===== config.mk =====
export PLATFORM = sky130hd
export DESIGN_NAME = rate_threshold_ban_table_top
export DESIGN_NICKNAME = d
export VERILOG_FILES = /design/src/design/rtbt_pkg.sv /design/src/design/rtbt_front.sv /design/src/design/rtbt_queue.sv /design/src/design/rtbt_back.sv /design/src/design/rate_threshold_ban_table_top.sv
export VERILOG_INCLUDE_DIRS = /design/src /design/src/design
export SDC_FILE = /design/constraint.sdc
export NUM_CORES = 2
export LEC_CHECK = 0
export BUFFER_PORTS_ARGS = -buffer_cell sky130_fd_sc_hd__buf_4
export CORE_AREA = 2 2 353 442
export CTS_BUF_LIST = sky130_fd_sc_hd__clkbuf_2 sky130_fd_sc_hd__clkbuf_4 sky130_fd_sc_hd__clkbuf_8
export DETAILED_ROUTE_END_ITERATION = 16
export DIE_AREA = 0 0 355 444
export PLACE_DENSITY = 0.82
export SLEW_MARGIN = 40
export SYNTH_ARGS = -nofsm -noshare
export SYNTH_HDL_FRONTEND = slang
export SYNTH_SLANG_ARGS = --single-unit

===== constraint.sdc =====
create_clock -name clk -period 9.05 [get_ports clk]
set_input_delay 2.715 -clock clk [delete_from_list [all_inputs] [get_ports clk]]
set_output_delay 2.715 -clock clk [all_outputs]
set_load 0.01 [all_outputs]

===== src/design/rate_threshold_ban_table_top_macros.svh =====
// Assertion macros used by the rate threshold ban table back end.
`ifndef RATE_THRESHOLD_BAN_TABLE_TOP_MACROS_SVH
`define RATE_THRESHOLD_BAN_TABLE_TOP_MACROS_SVH

`ifndef ASSERT_OFF
// Same-cycle implication, clocked on clk, off during reset
`define RTBT_ASSERT_IMP(label, ante, cons) \
	label: assert property (@(posedge clk) disable iff (!arst_n) (ante) |-> (cons)) \
		else $error("assertion failed");
// Next-cycle implication, clocked on clk, off during reset
`define RTBT_ASSERT_NEXT(label, ante, cons) \
	label: assert property (@(posedge clk) disable iff (!arst_n) (ante) |=> (cons)) \
		else $error("assertion failed");
`else
`define RTBT_ASSERT_IMP(label, ante, cons)
`define RTBT_ASSERT_NEXT(label, ante, cons)
`endif

`endif


===== src/design/rtbt_pkg.sv =====
// Types, constants and field layout for the rate threshold ban table.
package rtbt_pkg;

	// Table size and derived widths
	localparam int BAN_SLOTS  = 16;
	localparam int SLOT_W     = (BAN_SLOTS > 1) ? $clog2(BAN_SLOTS) : 1;
	localparam int MAX_EVENTS = 16;
	localparam int EVT_CNT_W  = $clog2(MAX_EVENTS + 1);

	// Queue between front and back
	localparam int QUEUE_DEPTH = 4;
	localparam int QPTR_W      = $clog2(QUEUE_DEPTH);
	localparam int QCNT_W      = $clog2(QUEUE_DEPTH + 1);

	// Field widths
	localparam int ADDR_W    = 32;
	localparam int TIME_W    = 32;
	localparam int PROTO_W   = 8;
	localparam int RATE_W    = 32;
	localparam int BITS_W    = 40;
	localparam int FLOWS_W   = 32;
	localparam int FLAGS_W   = 8;
	localparam int MBPS_W    = 21;
	localparam int HOLD_W    = 24;
	localparam int THR_W     = BITS_W + 1;
	localparam int CFG_W     = 32;
	localparam int CFG_IDX_W = 3;
	localparam int KIND_W    = 2;

	// Input tdata layout, lowest field first
	localparam int OFF_NOW    = 0;
	localparam int OFF_ADDR   = OFF_NOW + TIME_W;
	localparam int OFF_PROTO  = OFF_ADDR + ADDR_W;
	localparam int OFF_PPS    = OFF_PROTO + PROTO_W;
	localparam int OFF_BITS   = OFF_PPS + RATE_W;
	localparam int OFF_FLOWS  = OFF_BITS + BITS_W;
	localparam int OFF_FLAGS  = OFF_FLOWS + FLOWS_W;
	localparam int OFF_EXEMPT = OFF_FLAGS + FLAGS_W;
	localparam int S_TDATA_W  = ((OFF_EXEMPT + 1 + 7) / 8) * 8;
	localparam int M_TDATA_W  = ((ADDR_W + PROTO_W + 7) / 8) * 8;

	// Constants
	localparam logic [THR_W-1:0]   BITS_PER_MEGABIT = THR_W'(1000000);
	localparam logic [FLAGS_W-1:0] TCP_SYN_BITS     = 8'h02;

	typedef enum logic {
		OP_PACKET = 1'b0,
		OP_TICK   = 1'b1
	} op_t;

	typedef enum logic [KIND_W-1:0] {
		EV_BAN     = 2'd0,
		EV_EXPIRED = 2'd1,
		EV_FULL    = 2'd2
	} event_kind_t;

	typedef enum logic [CFG_IDX_W-1:0] {
		CFG_RULE_PROTOCOL   = 3'd0,
		CFG_RULE_SYN_ONLY   = 3'd1,
		CFG_RULE_PPS_ABOVE  = 3'd2,
		CFG_RULE_MBPS_ABOVE = 3'd3,
		CFG_RULE_MBPS_BELOW = 3'd4,
		CFG_RULE_MIN_FLOWS  = 3'd5,
		CFG_RULE_HOLD       = 3'd6,
		CFG_GLOBAL_HOLD     = 3'd7
	} cfg_idx_t;

	typedef enum logic [1:0] {
		BK_IDLE,
		BK_WALK,
		BK_FLUSH
	} back_state_t;

	// Rule settings as the datapath uses them; mbps limits are kept as bit-rate bounds
	typedef struct packed {
		logic [PROTO_W-1:0] protocol;
		logic               syn_only;
		logic [RATE_W-1:0]  pps_above;
		logic               mbps_above_on;
		logic [THR_W-1:0]   mbps_above_lo;  // mbps_above * 1e6
		logic [THR_W-1:0]   mbps_above_hi;  // (mbps_above + 1) * 1e6
		logic               mbps_below_on;
		logic [THR_W-1:0]   mbps_below_hi;  // (mbps_below + 1) * 1e6
		logic [FLOWS_W-1:0] min_flows;
		logic [HOLD_W-1:0]  rule_hold;
		logic [HOLD_W-1:0]  global_hold;
	} rules_t;

	// Work handed from the front to the back
	typedef struct packed {
		op_t                op;
		logic [TIME_W-1:0]  now;
		logic [ADDR_W-1:0]  addr;
		logic [PROTO_W-1:0] proto;
	} job_t;

endpackage


===== src/design/rtbt_front.sv =====
// Front end: input register, rule evaluation and queue push.
module rtbt_front (
	input  logic                            clk,
	input  logic                            arst_n,
	input  logic                            s_tvalid,
	output logic                            s_tready,
	// now_seconds, src_addr, packet_protocol, packet_rate, bit_rate,
	// flow_count, tcp_flag_bits, exempt, zero fill
	input  logic [rtbt_pkg::S_TDATA_W-1:0]  s_tdata,
	// operation
	input  logic [0:0]                      s_tuser,
	input  rtbt_pkg::rules_t                rules,
	input  logic                            q_full,
	output logic                            push,
	output rtbt_pkg::job_t                  push_job
);

	logic                              valid_s1;
	rtbt_pkg::op_t                     op_s1;
	logic [rtbt_pkg::TIME_W-1:0]       now_s1;
	logic [rtbt_pkg::ADDR_W-1:0]       addr_s1;
	logic [rtbt_pkg::PROTO_W-1:0]      proto_s1;
	logic [rtbt_pkg::RATE_W-1:0]       pps_s1;
	logic [rtbt_pkg::BITS_W-1:0]       bits_s1;
	logic [rtbt_pkg::FLOWS_W-1:0]      flows_s1;
	logic [rtbt_pkg::FLAGS_W-1:0]      flags_s1;
	logic                              exempt_s1;

	logic                              fire;
	logic                              wanted;
	logic                              drain;
	logic [rtbt_pkg::THR_W-1:0]        bits_x;

	// Rule evaluation in the listed order; later tests override earlier ones
	always_comb begin
		bits_x = {1'b0, bits_s1};
		fire   = 1'b0;
		if (rules.pps_above != '0 && pps_s1 > rules.pps_above) fire = 1'b1;
		if (rules.mbps_above_on && bits_x >= rules.mbps_above_hi) fire = 1'b1;
		if (rules.mbps_above_on && bits_x < rules.mbps_above_lo) fire = 1'b0;
		if (rules.mbps_below_on && bits_x >= rules.mbps_below_hi) fire = 1'b0;
		if (rules.syn_only && flags_s1 != rtbt_pkg::TCP_SYN_BITS) fire = 1'b0;
		if (rules.min_flows != '0 && flows_s1 < rules.min_flows) fire = 1'b0;
		if (exempt_s1) fire = 1'b0;
	end

	// Ticks always go on; packets only when the protocol matches and the rule fires
	assign wanted = (op_s1 == rtbt_pkg::OP_TICK) || (proto_s1 == rules.protocol && fire);
	assign push   = valid_s1 && wanted && !q_full;
	assign drain  = valid_s1 && (!wanted || !q_full);
	assign s_tready = !valid_s1 || drain;

	assign push_job.op    = op_s1;
	assign push_job.now   = now_s1;
	assign push_job.addr  = addr_s1;
	assign push_job.proto = proto_s1;

	// Input stage valid
	always_ff @(posedge clk or negedge arst_n) begin
		if (!arst_n) begin
			valid_s1 <= 1'b0;
		end else if (s_tready) begin
			valid_s1 <= s_tvalid;
		end
	end

	// Input stage payload
	always_ff @(posedge clk) begin
		if (s_tvalid && s_tready) begin
			op_s1     <= rtbt_pkg::op_t'(s_tuser[0]);
			now_s1    <= s_tdata[rtbt_pkg::OFF_NOW +: rtbt_pkg::TIME_W];
			addr_s1   <= s_tdata[rtbt_pkg::OFF_ADDR +: rtbt_pkg::ADDR_W];
			proto_s1  <= s_tdata[rtbt_pkg::OFF_PROTO +: rtbt_pkg::PROTO_W];
			pps_s1    <= s_tdata[rtbt_pkg::OFF_PPS +: rtbt_pkg::RATE_W];
			bits_s1   <= s_tdata[rtbt_pkg::OFF_BITS +: rtbt_pkg::BITS_W];
			flows_s1  <= s_tdata[rtbt_pkg::OFF_FLOWS +: rtbt_pkg::FLOWS_W];
			flags_s1  <= s_tdata[rtbt_pkg::OFF_FLAGS +: rtbt_pkg::FLAGS_W];
			exempt_s1 <= s_tdata[rtbt_pkg::OFF_EXEMPT];
		end
	end

endmodule


===== src/design/rtbt_queue.sv =====
// Short job queue between the front and the back.
module rtbt_queue (
	input  logic           clk,
	input  logic           arst_n,
	input  logic           push,
	input  rtbt_pkg::job_t push_job,
	output logic           full,
	input  logic           pop,
	output rtbt_pkg::job_t pop_job,
	output logic           empty
);

	rtbt_pkg::job_t                  entry_q [rtbt_pkg::QUEUE_DEPTH];
	logic [rtbt_pkg::QPTR_W-1:0]     wr_ptr_q;
	logic [rtbt_pkg::QPTR_W-1:0]     rd_ptr_q;
	logic [rtbt_pkg::QCNT_W-1:0]     count_q;

	localparam logic [rtbt_pkg::QPTR_W-1:0] PTR_LAST = rtbt_pkg::QPTR_W'(rtbt_pkg::QUEUE_DEPTH - 1);
	localparam logic [rtbt_pkg::QCNT_W-1:0] CNT_FULL = rtbt_pkg::QCNT_W'(rtbt_pkg::QUEUE_DEPTH);

	assign full    = (count_q == CNT_FULL);
	assign empty   = (count_q == '0);
	assign pop_job = entry_q[rd_ptr_q];

	// Pointers and fill count
	always_ff @(posedge clk or negedge arst_n) begin
		if (!arst_n) begin
			wr_ptr_q <= '0;
			rd_ptr_q <= '0;
			count_q  <= '0;
		end else begin
			if (push) wr_ptr_q <= (wr_ptr_q == PTR_LAST) ? '0 : wr_ptr_q + 1'b1;
			if (pop) rd_ptr_q <= (rd_ptr_q == PTR_LAST) ? '0 : rd_ptr_q + 1'b1;
			if (push && !pop) count_q <= count_q + 1'b1;
			else if (pop && !push) count_q <= count_q - 1'b1;
		end
	end

	// Entry storage
	always_ff @(posedge clk) begin
		if (push) entry_q[wr_ptr_q] <= push_job;
	end

endmodule


===== src/design/rtbt_back.sv =====
// Back end: ban slot table, packet bans, tick walk and output register.
`include "rate_threshold_ban_table_top_macros.svh"

module rtbt_back (
	input  logic                            clk,
	input  logic                            arst_n,
	input  rtbt_pkg::rules_t                rules,
	input  logic                            q_empty,
	input  rtbt_pkg::job_t                  q_job,
	output logic                            pop,
	output logic                            m_tvalid,
	input  logic                            m_tready,
	// event_addr, event_protocol
	output logic [rtbt_pkg::M_TDATA_W-1:0]  m_tdata,
	// event_kind
	output logic [rtbt_pkg::KIND_W-1:0]     m_tuser,
	output logic                            m_tlast
);

	localparam logic [rtbt_pkg::SLOT_W-1:0] SLOT_LAST = rtbt_pkg::SLOT_W'(rtbt_pkg::BAN_SLOTS - 1);
	localparam logic [rtbt_pkg::EVT_CNT_W-1:0] EVT_MAX = rtbt_pkg::EVT_CNT_W'(rtbt_pkg::MAX_EVENTS);

	rtbt_pkg::back_state_t state_q, state_d;

	// Slot table
	logic [rtbt_pkg::BAN_SLOTS-1:0]   slot_valid_q;
	logic [rtbt_pkg::ADDR_W-1:0]      slot_addr_q  [rtbt_pkg::BAN_SLOTS];
	logic [rtbt_pkg::TIME_W-1:0]      slot_time_q  [rtbt_pkg::BAN_SLOTS];
	logic [rtbt_pkg::PROTO_W-1:0]     slot_proto_q [rtbt_pkg::BAN_SLOTS];

	// Tick walk
	logic [rtbt_pkg::SLOT_W-1:0]      idx_q;
	logic [rtbt_pkg::TIME_W-1:0]      now_q;
	logic [rtbt_pkg::EVT_CNT_W-1:0]   evt_cnt_q;
	logic                             pend_valid_q;
	logic [rtbt_pkg::ADDR_W-1:0]      pend_addr_q;
	logic [rtbt_pkg::PROTO_W-1:0]     pend_proto_q;

	// Output register
	logic                             out_valid_q;
	rtbt_pkg::event_kind_t            out_kind_q;
	logic [rtbt_pkg::ADDR_W-1:0]      out_addr_q;
	logic [rtbt_pkg::PROTO_W-1:0]     out_proto_q;
	logic                             out_last_q;
	logic                             out_free;

	// Lookup results
	logic                             hit;
	logic                             any_free;
	logic [rtbt_pkg::SLOT_W-1:0]      free_idx;
	logic [rtbt_pkg::TIME_W-1:0]      age;
	logic                             expired;
	logic                             take;

	// Control from the state machine
	logic                             emit;
	rtbt_pkg::event_kind_t            emit_kind;
	logic [rtbt_pkg::ADDR_W-1:0]      emit_addr;
	logic [rtbt_pkg::PROTO_W-1:0]     emit_proto;
	logic                             emit_last;
	logic                             slot_set;
	logic                             slot_clr;
	logic                             walk_start;
	logic                             walk_step;
	logic                             pend_load;
	logic                             pend_drop;

	assign out_free = !out_valid_q || m_tready;

	// Address match over all valid slots, lowest free slot
	always_comb begin
		hit      = 1'b0;
		free_idx = '0;
		for (int i = 0; i < rtbt_pkg::BAN_SLOTS; i++) begin
			if (slot_valid_q[i] && slot_addr_q[i] == q_job.addr) hit = 1'b1;
		end
		for (int i = rtbt_pkg::BAN_SLOTS - 1; i >= 0; i--) begin
			if (!slot_valid_q[i]) free_idx = rtbt_pkg::SLOT_W'(i);
		end
	end
	assign any_free = !(&slot_valid_q);

	// Expiry test on the slot under the walk
	assign age     = now_q - slot_time_q[idx_q];
	assign expired = slot_valid_q[idx_q]
		&& age >= {{(rtbt_pkg::TIME_W - rtbt_pkg::HOLD_W){1'b0}}, rules.global_hold}
		&& (rules.rule_hold == '0
			|| age >= {{(rtbt_pkg::TIME_W - rtbt_pkg::HOLD_W){1'b0}}, rules.rule_hold});
	assign take = expired && (evt_cnt_q < EVT_MAX);

	// State register
	always_ff @(posedge clk or negedge arst_n) begin
		if (!arst_n) begin
			state_q <= rtbt_pkg::BK_IDLE;
		end else begin
			state_q <= state_d;
		end
	end

	// Next state and control
	always_comb begin
		state_d    = state_q;
		pop        = 1'b0;
		emit       = 1'b0;
		emit_kind  = rtbt_pkg::EV_BAN;
		emit_addr  = q_job.addr;
		emit_proto = q_job.proto;
		emit_last  = 1'b1;
		slot_set   = 1'b0;
		slot_clr   = 1'b0;
		walk_start = 1'b0;
		walk_step  = 1'b0;
		pend_load  = 1'b0;
		pend_drop  = 1'b0;
		unique case (state_q)
			rtbt_pkg::BK_IDLE: begin
				if (!q_empty && out_free) begin
					pop = 1'b1;
					if (q_job.op == rtbt_pkg::OP_TICK) begin
						walk_start = 1'b1;
						state_d    = rtbt_pkg::BK_WALK;
					end else if (!hit) begin
						emit      = 1'b1;
						emit_kind = any_free ? rtbt_pkg::EV_BAN : rtbt_pkg::EV_FULL;
						slot_set  = any_free;
					end
				end
			end
			rtbt_pkg::BK_WALK: begin
				if (!pend_valid_q || out_free) begin
					walk_step = 1'b1;
					if (take) begin
						slot_clr   = 1'b1;
						pend_load  = 1'b1;
						emit       = pend_valid_q;
						emit_kind  = rtbt_pkg::EV_EXPIRED;
						emit_addr  = pend_addr_q;
						emit_proto = pend_proto_q;
						emit_last  = 1'b0;
					end
					if (idx_q == SLOT_LAST) state_d = rtbt_pkg::BK_FLUSH;
				end
			end
			rtbt_pkg::BK_FLUSH: begin
				if (!pend_valid_q) begin
					state_d = rtbt_pkg::BK_IDLE;
				end else if (out_free) begin
					emit       = 1'b1;
					emit_kind  = rtbt_pkg::EV_EXPIRED;
					emit_addr  = pend_addr_q;
					emit_proto = pend_proto_q;
					emit_last  = 1'b1;
					pend_drop  = 1'b1;
					state_d    = rtbt_pkg::BK_IDLE;
				end
			end
			default: begin
				state_d = rtbt_pkg::BK_IDLE;
			end
		endcase
	end

	// Control registers: valid bits, walk counters, pending and output valid
	always_ff @(posedge clk or negedge arst_n) begin
		if (!arst_n) begin
			slot_valid_q <= '0;
			idx_q        <= '0;
			evt_cnt_q    <= '0;
			pend_valid_q <= 1'b0;
			out_valid_q  <= 1'b0;
		end else begin
			if (slot_set) slot_valid_q[free_idx] <= 1'b1;
			if (slot_clr) slot_valid_q[idx_q] <= 1'b0;
			if (walk_start) begin
				idx_q        <= '0;
				evt_cnt_q    <= '0;
				pend_valid_q <= 1'b0;
			end else begin
				if (walk_step && idx_q != SLOT_LAST) idx_q <= idx_q + 1'b1;
				if (pend_load) begin
					evt_cnt_q    <= evt_cnt_q + 1'b1;
					pend_valid_q <= 1'b1;
				end else if (pend_drop) begin
					pend_valid_q <= 1'b0;
				end
			end
			if (emit) out_valid_q <= 1'b1;
			else if (m_tready) out_valid_q <= 1'b0;
		end
	end

	// Payload registers
	always_ff @(posedge clk) begin
		if (slot_set) begin
			slot_addr_q[free_idx]  <= q_job.addr;
			slot_time_q[free_idx]  <= q_job.now;
			slot_proto_q[free_idx] <= q_job.proto;
		end
		if (walk_start) now_q <= q_job.now;
		if (pend_load) begin
			pend_addr_q  <= slot_addr_q[idx_q];
			pend_proto_q <= slot_proto_q[idx_q];
		end
		if (emit) begin
			out_kind_q  <= emit_kind;
			out_addr_q  <= emit_addr;
			out_proto_q <= emit_proto;
			out_last_q  <= emit_last;
		end
	end

	assign m_tvalid = out_valid_q;
	assign m_tuser  = out_kind_q;
	assign m_tdata  = rtbt_pkg::M_TDATA_W'({out_proto_q, out_addr_q});
	assign m_tlast  = out_last_q;

	// Jobs leave the queue only while no walk is running
	`RTBT_ASSERT_IMP(a_pop_idle, pop, state_q == rtbt_pkg::BK_IDLE && !q_empty)
	// A new ban fills exactly one slot
	`RTBT_ASSERT_NEXT(a_ban_fills_one, slot_set,
		$countones(slot_valid_q) == $countones($past(slot_valid_q)) + 1)
	// A walk never frees more than the event limit
	`RTBT_ASSERT_IMP(a_evt_limit, state_q != rtbt_pkg::BK_IDLE, evt_cnt_q <= EVT_MAX)
	// The held expiry at the end of a walk goes out as the last event
	`RTBT_ASSERT_NEXT(a_flush_last,
		state_q == rtbt_pkg::BK_FLUSH && pend_valid_q && out_free,
		m_tvalid && m_tlast && m_tuser == rtbt_pkg::EV_EXPIRED)

endmodule


===== src/design/rate_threshold_ban_table_top.sv =====
// Top level: rule registers, front end, job queue and ban table back end.
// A ban or table-full event passes the input register, the job queue and the output register.
// Packet checks sustain one per cycle unless the queue is full; a tick holds the back end for
// the pop, the walk (one slot per cycle, single age subtractor), the flush and output stalls.
// Reset (arst_n low, asynchronous) clears the rule registers, slot valid bits, queue and
// handshake state; slot contents need no clearing, so the block is ready right after reset.
module rate_threshold_ban_table_top (
	input  logic                            clk,
	input  logic                            arst_n,
	input  logic                            s_tvalid,
	output logic                            s_tready,
	// now_seconds, src_addr, packet_protocol, packet_rate, bit_rate,
	// flow_count, tcp_flag_bits, exempt, zero fill
	input  logic [rtbt_pkg::S_TDATA_W-1:0]  s_tdata,
	// operation
	input  logic [0:0]                      s_tuser,
	output logic                            m_tvalid,
	input  logic                            m_tready,
	// event_addr, event_protocol
	output logic [rtbt_pkg::M_TDATA_W-1:0]  m_tdata,
	// event_kind
	output logic [rtbt_pkg::KIND_W-1:0]     m_tuser,
	output logic                            m_tlast,
	input  logic                            cfg_we,
	input  logic [rtbt_pkg::CFG_IDX_W-1:0]  cfg_index,
	input  logic [rtbt_pkg::CFG_W-1:0]      cfg_data
);

	logic [rtbt_pkg::PROTO_W-1:0]  protocol_q;
	logic                          syn_only_q;
	logic [rtbt_pkg::RATE_W-1:0]   pps_above_q;
	logic                          mbps_above_on_q;
	logic [rtbt_pkg::THR_W-1:0]    mbps_above_lo_q;
	logic [rtbt_pkg::THR_W-1:0]    mbps_above_hi_q;
	logic                          mbps_below_on_q;
	logic [rtbt_pkg::THR_W-1:0]    mbps_below_hi_q;
	logic [rtbt_pkg::FLOWS_W-1:0]  min_flows_q;
	logic [rtbt_pkg::HOLD_W-1:0]   rule_hold_q;
	logic [rtbt_pkg::HOLD_W-1:0]   global_hold_q;

	logic [rtbt_pkg::MBPS_W-1:0]   cfg_mbps;
	logic [rtbt_pkg::THR_W-1:0]    mbps_lo;
	logic [rtbt_pkg::THR_W-1:0]    mbps_hi;

	rtbt_pkg::rules_t              rules;
	logic                          push;
	rtbt_pkg::job_t                push_job;
	logic                          q_full;
	logic                          q_empty;
	logic                          pop;
	rtbt_pkg::job_t                q_job;

	// Megabit limits turned into bit-rate bounds at write time
	assign cfg_mbps = cfg_data[rtbt_pkg::MBPS_W-1:0];
	assign mbps_lo  = rtbt_pkg::THR_W'(cfg_mbps) * rtbt_pkg::BITS_PER_MEGABIT;
	assign mbps_hi  = (rtbt_pkg::THR_W'(cfg_mbps) + 1'b1) * rtbt_pkg::BITS_PER_MEGABIT;

	// Rule register writes
	always_ff @(posedge clk or negedge arst_n) begin
		if (!arst_n) begin
			protocol_q      <= '0;
			syn_only_q      <= 1'b0;
			pps_above_q     <= '0;
			mbps_above_on_q <= 1'b0;
			mbps_above_lo_q <= '0;
			mbps_above_hi_q <= '0;
			mbps_below_on_q <= 1'b0;
			mbps_below_hi_q <= '0;
			min_flows_q     <= '0;
			rule_hold_q     <= '0;
			global_hold_q   <= '0;
		end else if (cfg_we) begin
			unique case (rtbt_pkg::cfg_idx_t'(cfg_index))
				rtbt_pkg::CFG_RULE_PROTOCOL: protocol_q <= cfg_data[rtbt_pkg::PROTO_W-1:0];
				rtbt_pkg::CFG_RULE_SYN_ONLY: syn_only_q <= cfg_data[0];
				rtbt_pkg::CFG_RULE_PPS_ABOVE: pps_above_q <= cfg_data[rtbt_pkg::RATE_W-1:0];
				rtbt_pkg::CFG_RULE_MBPS_ABOVE: begin
					mbps_above_on_q <= (cfg_mbps != '0);
					mbps_above_lo_q <= mbps_lo;
					mbps_above_hi_q <= mbps_hi;
				end
				rtbt_pkg::CFG_RULE_MBPS_BELOW: begin
					mbps_below_on_q <= (cfg_mbps != '0);
					mbps_below_hi_q <= mbps_hi;
				end
				rtbt_pkg::CFG_RULE_MIN_FLOWS: min_flows_q <= cfg_data[rtbt_pkg::FLOWS_W-1:0];
				rtbt_pkg::CFG_RULE_HOLD: rule_hold_q <= cfg_data[rtbt_pkg::HOLD_W-1:0];
				rtbt_pkg::CFG_GLOBAL_HOLD: global_hold_q <= cfg_data[rtbt_pkg::HOLD_W-1:0];
				default: ;
			endcase
		end
	end

	assign rules.protocol      = protocol_q;
	assign rules.syn_only      = syn_only_q;
	assign rules.pps_above     = pps_above_q;
	assign rules.mbps_above_on = mbps_above_on_q;
	assign rules.mbps_above_lo = mbps_above_lo_q;
	assign rules.mbps_above_hi = mbps_above_hi_q;
	assign rules.mbps_below_on = mbps_below_on_q;
	assign rules.mbps_below_hi = mbps_below_hi_q;
	assign rules.min_flows     = min_flows_q;
	assign rules.rule_hold     = rule_hold_q;
	assign rules.global_hold   = global_hold_q;

	rtbt_front u_front (
		.clk      (clk),
		.arst_n   (arst_n),
		.s_tvalid (s_tvalid),
		.s_tready (s_tready),
		.s_tdata  (s_tdata),
		.s_tuser  (s_tuser),
		.rules    (rules),
		.q_full   (q_full),
		.push     (push),
		.push_job (push_job)
	);

	rtbt_queue u_queue (
		.clk      (clk),
		.arst_n   (arst_n),
		.push     (push),
		.push_job (push_job),
		.full     (q_full),
		.pop      (pop),
		.pop_job  (q_job),
		.empty    (q_empty)
	);

	rtbt_back u_back (
		.clk      (clk),
		.arst_n   (arst_n),
		.rules    (rules),
		.q_empty  (q_empty),
		.q_job    (q_job),
		.pop      (pop),
		.m_tvalid (m_tvalid),
		.m_tready (m_tready),
		.m_tdata  (m_tdata),
		.m_tuser  (m_tuser),
		.m_tlast  (m_tlast)
	);

endmodule

### Word level (Yosys, flattened, before mapping)

Memory sizes are Yosys's and may differ from the RTL's. A register that Yosys moved wholly into a read port is not among the register bits.
Index checks and enable logic that the tools add are counted.

| storage, ports and cells | value |
|---|---|
| bits in registers | 526 |
| latch bits | 0 |
| RAM bits | 1444 |
| memory bits (read-only) | 0 |
| input bits | 233 |
| output and inout port bits | 45 |
| memories kept | 4 |

| cells by class | value |
|---|---|
| add/subtract/negate cells | 8 |
| multipliers | 2 |
| divide/modulo/power cells | 0 |
| magnitude comparators | 12 |
| eq/ne operators | 37 |
| shift-type cells | 0 |
| multiplexer cells | 114 |
| bitwise logic cells | 3 |
| reduce and logical (&&, ||, !) cells | 74 |

Memories:

| memory | words | width | read ports | clocked after Yosys merged registers in | wr ports | line | source |
|---|---|---|---|---|---|---|---|
| u_back.slot_addr_q | 16 | 32 | 17 | 1 | 1 | rtbt_back.sv:27 | `logic [rtbt_pkg::ADDR_W-1:0] slot_addr_q [rtbt_pkg::BAN_SLOTS];` |
| u_back.slot_time_q | 16 | 32 | 1 | 0 | 1 | rtbt_back.sv:28 | `logic [rtbt_pkg::TIME_W-1:0] slot_time_q [rtbt_pkg::BAN_SLOTS];` |
| u_queue.entry_q | 4 | 73 | 1 | 0 | 1 | rtbt_queue.sv:13 | `rtbt_pkg::job_t entry_q [rtbt_pkg::QUEUE_DEPTH];` |
| u_back.slot_proto_q | 16 | 8 | 1 | 1 | 1 | rtbt_back.sv:29 | `logic [rtbt_pkg::PROTO_W-1:0] slot_proto_q [rtbt_pkg::BAN_SLOTS];` |

Operators with widths:

| kind | count |
|---|---|
| 32-bit equality test | 16 |
| 32-bit 2-to-1 mux | 4 |
| 40-bit by 41-bit greater-or-equal comparator with 1-bit output | 2 |
| 4-bit 2-to-1 mux | 18 |
| 32-bit by 24-bit greater-or-equal comparator with 1-bit output | 2 |
| 32-bit case mux with 2 select lines | 1 |
| 32-bit nonzero test | 2 |
| 1-bit 2-to-1 mux | 60 |
| 40-bit by 41-bit < comparator with 1-bit output | 1 |
| 1-bit logical AND | 36 |
| 21-bit by 14-bit multiplier with 35-bit output, second input constant | 1 |
| 22-bit by 14-bit multiplier with 35-bit output, second input constant | 1 |
| 32-bit > comparator | 1 |
| 32-bit < comparator | 1 |
| 16-bit 2-to-1 mux | 2 |
| 8-bit 2-to-1 mux | 4 |
| 32-bit subtractor | 1 |
| 2-bit 2-to-1 mux | 14 |
| 24-bit zero test | 1 |
| 21-bit by 1-bit adder with 22-bit output, second input constant | 1 |
| 21-bit nonzero test | 1 |
| 2-bit AND reduction | 9 |
| 16-bit bitwise AND | 1 |
| 16-bit inverter | 1 |
| other kinds (36) | 69 |

### Logic depth before layout (Yosys ltp)

An unclocked memory read counts as a cell.

| depth | value |
|---|---|
| depth in word-level cells | 26 |
| mapped depth | 35 |
| gate-level depth less buffers | 29 |

### Hierarchy

Synthesis repeated with hierarchy kept, for this count alone.

| second synthesis, totals | value |
|---|---|
| cells, all modules | 6572 |
| area total of the unflattened synthesis | 99302.7 sq um |

By module, submodules not included:

| module | instances | cells each | area an instance (sq um) |
|---|---|---|---|
| rtbt_back | 1 | 3453 | 59313.1 |
| rate_threshold_ban_table_top | 1 | 1820 | 18505.2 |
| rtbt_queue | 1 | 418 | 10945.5 |
| rtbt_front | 1 | 881 | 10538.9 |

### Worst setup path before layout

Ideal clock, no wire load.

| path | value |
|---|---|
| path type | input to register |
| start point | in m_tready |
| end point | reg u_back.slot_valid_q[14] (netlist bit) |
| data arrival time | 9.368 ns |
| path slack | -0.403 ns |
| stages | 10 |
| buffers on the path | 1 |
| cells stage by stage | nor2b_1 nor2_1 nand2_1 nor2_1 o21ai_1 nor4_1 nand4_1 buf_2 nor3_1 o22a_1 |

| on the way | value |
|---|---|
| cells in the longest elaborated chain, start to end | 7 |
| elaborated cells on any way between the ends | 10 |

Ends and longest elaborated chain:

| what | line | source |
|---|---|---|
| start, declared | rate_threshold_ban_table_top.sv:18 | `input logic m_tready,` |
| 1-bit logical OR (*) | rtbt_back.sv:68 | `assign out_free = !out_valid_q \|\| m_tready;` |
| 1-bit logical AND | rtbt_back.sv:117 | `if (!q_empty && out_free) begin` |
| 1-bit 2-to-1 mux | rtbt_back.sv:117 |  |
| 1-bit 2-to-1 mux | rtbt_back.sv:115 | `unique case (state_q)` |
| 16-bit 2-to-1 mux | rtbt_back.sv:172 | `if (slot_set) slot_valid_q[free_idx] <= 1'b1;` |
| 16-bit bitwise AND (no line) | -- |  |
| 16-bit 2-to-1 mux (*) | rtbt_back.sv:173 | `if (slot_clr) slot_valid_q[idx_q] <= 1'b0;` |
| end signal, assigned | rtbt_back.sv:166 | `slot_valid_q <= '0;` |
| end signal, assigned by index | rtbt_back.sv:172 |  |
| end signal, assigned by index | rtbt_back.sv:173 |  |
| end, declared | rtbt_back.sv:26 | `logic [rtbt_pkg::BAN_SLOTS-1:0] slot_valid_q;` |

Mark *: on every way between the ends. The rest lies on a longest branch, timed or not.
A chain may end at the register's enable or synchronous reset.

### Worst setup path after layout

| path | value |
|---|---|
| start point | reg u_back.idx_q[0] (netlist bit) |
| end point | reg u_back.out_addr_q[25] (netlist bit), data pin |

| on the way | value |
|---|---|
| cells in the longest elaborated chain, start to end | 9 |
| elaborated cells on any way between the ends | 13 |

Ends and longest elaborated chain:

| what | line | source |
|---|---|---|
| start, declared | rtbt_back.sv:32 | `logic [rtbt_pkg::SLOT_W-1:0] idx_q;` |
| start signal, assigned | rtbt_back.sv:179 | `if (walk_step && idx_q != SLOT_LAST) idx_q <= idx_q + 1'b1;` |
| memory read 16 x 32 bit | -- |  |
| 32-bit subtractor | rtbt_back.sv:84 | `assign age = now_q - slot_time_q[idx_q];` |
| 32-bit by 24-bit greater-or-equal comparator with 1-bit output, on equally long branches | rtbt_back.sv:86, rtbt_back.sv:88 |  |
| 1-bit logical AND or 1-bit logical OR (tied branches) | rtbt_back.sv:86, rtbt_back.sv:88 |  |
| 1-bit logical AND (*) | rtbt_back.sv:87 | `&& (rules.rule_hold == '0` |
| 1-bit logical AND (*) | rtbt_back.sv:89 | `assign take = expired && (evt_cnt_q < EVT_MAX);` |
| 32-bit 2-to-1 mux (*) | rtbt_back.sv:132 | `if (take) begin` |
| 32-bit 2-to-1 mux (*) | rtbt_back.sv:130 | `if (!pend_valid_q \|\| out_free) begin` |
| 32-bit case mux with 2 select lines (*) | rtbt_back.sv:115 |  |
| via u_back.emit_addr, one bit | rtbt_back.sv:58 | `logic [rtbt_pkg::ADDR_W-1:0] emit_addr;` |
| end signal, assigned | rtbt_back.sv:206 | `out_addr_q <= emit_addr;` |
| end, declared | rtbt_back.sv:42 | `logic [rtbt_pkg::ADDR_W-1:0] out_addr_q;` |

The timed path passes the listed nets; every way through them passes the cells marked *. The select of a mux whose other input is x is not followed.

==> flow_summary.yaml <==
clock_tree:
  htreeDepth: 5
  cts_num_sinks: 2010
  cts-root-buf: "clkbuf_8"
  numCtsBuffers: 320
  ctsHoldBuffers: 0
  cts_tree: "built"
  clk_pin_slew_ps: 60
  post_cts_resize_count: 0
  cts_buffer_depth: 4
  clk_latency_ps: 1060
  post_cts_buffers: 0
global_routing:
  grt_max_degree: 123
  grt_pass1_wl_um: 401000
  gr-total-overflow: 0
  track_usage: 0.352
  grt_pass1_vias: 62000
  antenna_found_initial: 10
logic_synthesis:
  netlist.area_leader.share: 0.529
  yosys_warnings: 0
  synth.area.top_cells: "edfxtp_1 53%, mux4_2 9.5%, dfrtp_1 6.7%"
  synth.most_common_cell: "edfxtp_1"
  ys_seq_area_frac: 0.596
  synth.avg_cell_area_um2: 15.1
  synth_nets: 7492
  synthArstFlopShare: 0.132
  synthTopCellsByCount: "1745 x edfxtp_1, 601 x inv_1, 525 x ha_1"
  synth_edf_count: 1745
  ys_seq_elements: 2010
  syn_area_um2: 99000
  postSynthCellCount: 6568
  synthFlopType: "edfxtp_1"
  ys_types: 84
  synth_top_area_cell: "edfxtp_1"
sta:
  drv_slew: 0
  slew_headroom: 0.356
  tightest_slew_ps: 965
  finalHoldViolCount: 0
  setup_violations: 0
  finalCritPeriodShare: 0.934
  fmax_mhz: 118
  rsz0062_at_grt: "false"
  fin_tns_setup_ps: 0
  final.min_clock_period_ps: 8450
  clock_skew_ps: 87.0
  timing.final.ws_setup_ps: 597
cells_and_area:
  drive_gt1_frac: 0.209
  final_nets: 8021
  area_growth_pct: 11.7
  final_util: 0.720
detailed_routing:
  vias: 61400
  ant_nets: 0
  drt-initial-drc-count: 8298
  drc: 0
  routed_via_density: 6.56
  wl_per_cell_um: 29.5
  first_pass_iters: 6
  routed_wl_um: 276000
place:
  pre_cts_slack_ps: -64.0
  port_buffers: 270
  dp_hpwl_um: 190000
  gp_congestion: 0.992
setup_path:
  crit_slowest_cell: "dfrtp_4"
  crit_path_max_incr_delay_ps: 750
  critical-path-top-delay-family: "compound AO/OA/AOI/OAI gates"
  crit_fanout: 34
  cp.arrival_ps: 9180
  crit_path_frequent_cell: "a21o_1"
  path_class: "flop to flop"
  crit_buf_inv: 5
  cp-end-kind: "flop"
  worstSetupStartpointType: "flop"
  cp.required_ps: 9770
outcome:
  status: "finished, final reports clean"
power:
  power.total_mw: 39.9
  p_leak_nw: 41.3
  ir_drop_mv: 0.300
  power_density_nw_per_um2: 361
floorplanning:
  io-pin-count: 278
  die-area_um2: 158000
  design.core.area_um2: 154000
  die_y_um: 444
  start_util: 0.645
  die_x_um: 355
  num_rows: 161
flow_run:
  drv_cap: 0
min_path:
  hold_class: "flop to flop"
==> state kept, by name, indices dropped and copies added, names as in the netlist, 16 cells and up <==
signal and count:
mbps_above_hi_q 35, rule_hold_q 24, u_back.pend_addr_q 32, u_back.slot_addr_q 512, global_hold_q 24, u_back.now_q 32
u_back.out_addr_q 32, u_back.slot_proto_q 128, mbps_above_lo_q 35, u_back.slot_valid_q 16, mbps_below_hi_q 35, u_front.addr_s1 32
u_back.slot_time_q 512, u_front.now_s1 32, u_front.bits_s1 40, u_front.pps_s1 32, min_flows_q 32, u_queue.entry_q 292
pps_above_q 32, u_front.flows_s1 32
==> worst register-to-register path, delay by kind of cell (launching register included) <==
kind | cells | cell delay (ps)
AO/OA/AOI/OAI | 15 | 3600
XOR/XNOR | 1 | 280
adder cells (fa/ha/maj) | 2 | 530
buffers and inverters | 5 | 1310
flip-flops | 1 | 750
multiplexers | 2 | 1060
AND/OR/NAND/NOR | 4 | 650
==> where the power goes <==
part	leakage [nW]	internal [mW]	total, mW	switching, mW
registers	19.2	12.4	13.2	0.772
clock network	3.27	4.13	7.62	3.50
logic	18.8	7.30	19.1	11.8
total	41.3	23.9	39.9	16.0
==> cell families after synthesis <==
| family | count (synthesis) | synth area share |
|---|---|---|
| flops | 2010 | 0.596 |
| simple gates | 955 | 0.0474 |
| compound gates | 910 | 0.0604 |
| buf+inv | 875 | 0.0354 |
| fa+ha+maj | 691 | 0.100 |
| xor+xnor | 611 | 0.0541 |
| mux | 516 | 0.106 |
==> per-stage QoR <==
step,instances,area [µm²],hold slack [ps]
floorplan,6568,99000,441
finish,9362,111000,481
detailed placement,8811,104000,466
global route,9358,111000,497
CTS,9354,110000,482
global placement,8801,104000,458
==> area by class of cell <==
| class | count | area [µm²] |
|---|---|---|
| Timing Repair Buffer | 470 | 3850 |
| Clock inverter | 94 | 591 |
| Fill cell | 9634 | 42900 |
| Multi-Input combinational cell | 3683 | 36600 |
| Clock buffer | 449 | 5540 |
| Inverter | 612 | 2300 |
| Sequential cell | 2010 | 59100 |
| Tap cell | 2037 | 2550 |
| Antenna cell | 7 | 17.5 |
==> worst paths after layout <==
| check | start | cells after the start | endpoint | slack (ps) |
|---|---|---|---|---|
| setup / recovery | u_back.idx_q[0] | 29 | u_back.out_addr_q[25] | 600 |
| hold / removal | mbps_below_hi_q[40] | 2 | mbps_below_hi_q[40] | 480 |
| setup reg to reg | u_back.idx_q[0] | 29 | u_back.out_addr_q[25] | 600 |
| hold reg to reg | mbps_below_hi_q[40] | 2 | mbps_below_hi_q[40] | 480 |
| max in group asynchronous | arst_n | 4 | global_hold_q[16] | 6100 |
| min in group asynchronous | arst_n | 1 | mbps_above_hi_q[36] | 1500 |
==> cells in the final DEF (no fill, tap or decap), drive strengths merged, types with 44 or more instances in the layout <==
cell / instances
a211oi: 65
a21o: 103
a21oi: 146
buf: 470
clkbuf: 449
clkinv: 85
dfrtp: 265
edfxtp: 1745
fa: 166
ha: 525
inv: 612
mux2: 44
mux2i: 55
mux4: 417
nand2: 369
nand3: 94
nand4: 125
nor2: 92
nor3: 52
nor4: 99
o21ai: 359
xnor2: 360
xor2: 251
==> metal layers <==
layer | GRT usage | part of all wire | vias up
li1 | - | - | 25800
met1 | 0.451 | 0.35 | 30800
met2 | 0.556 | 0.47 | 3926
met3 | 0.0792 | 0.11 | 862
met4 | 0.204 | 0.067 | 6
met5 | 0 | 0.00017 | -
No activity file was read; power rests on OpenSTA's default activity.
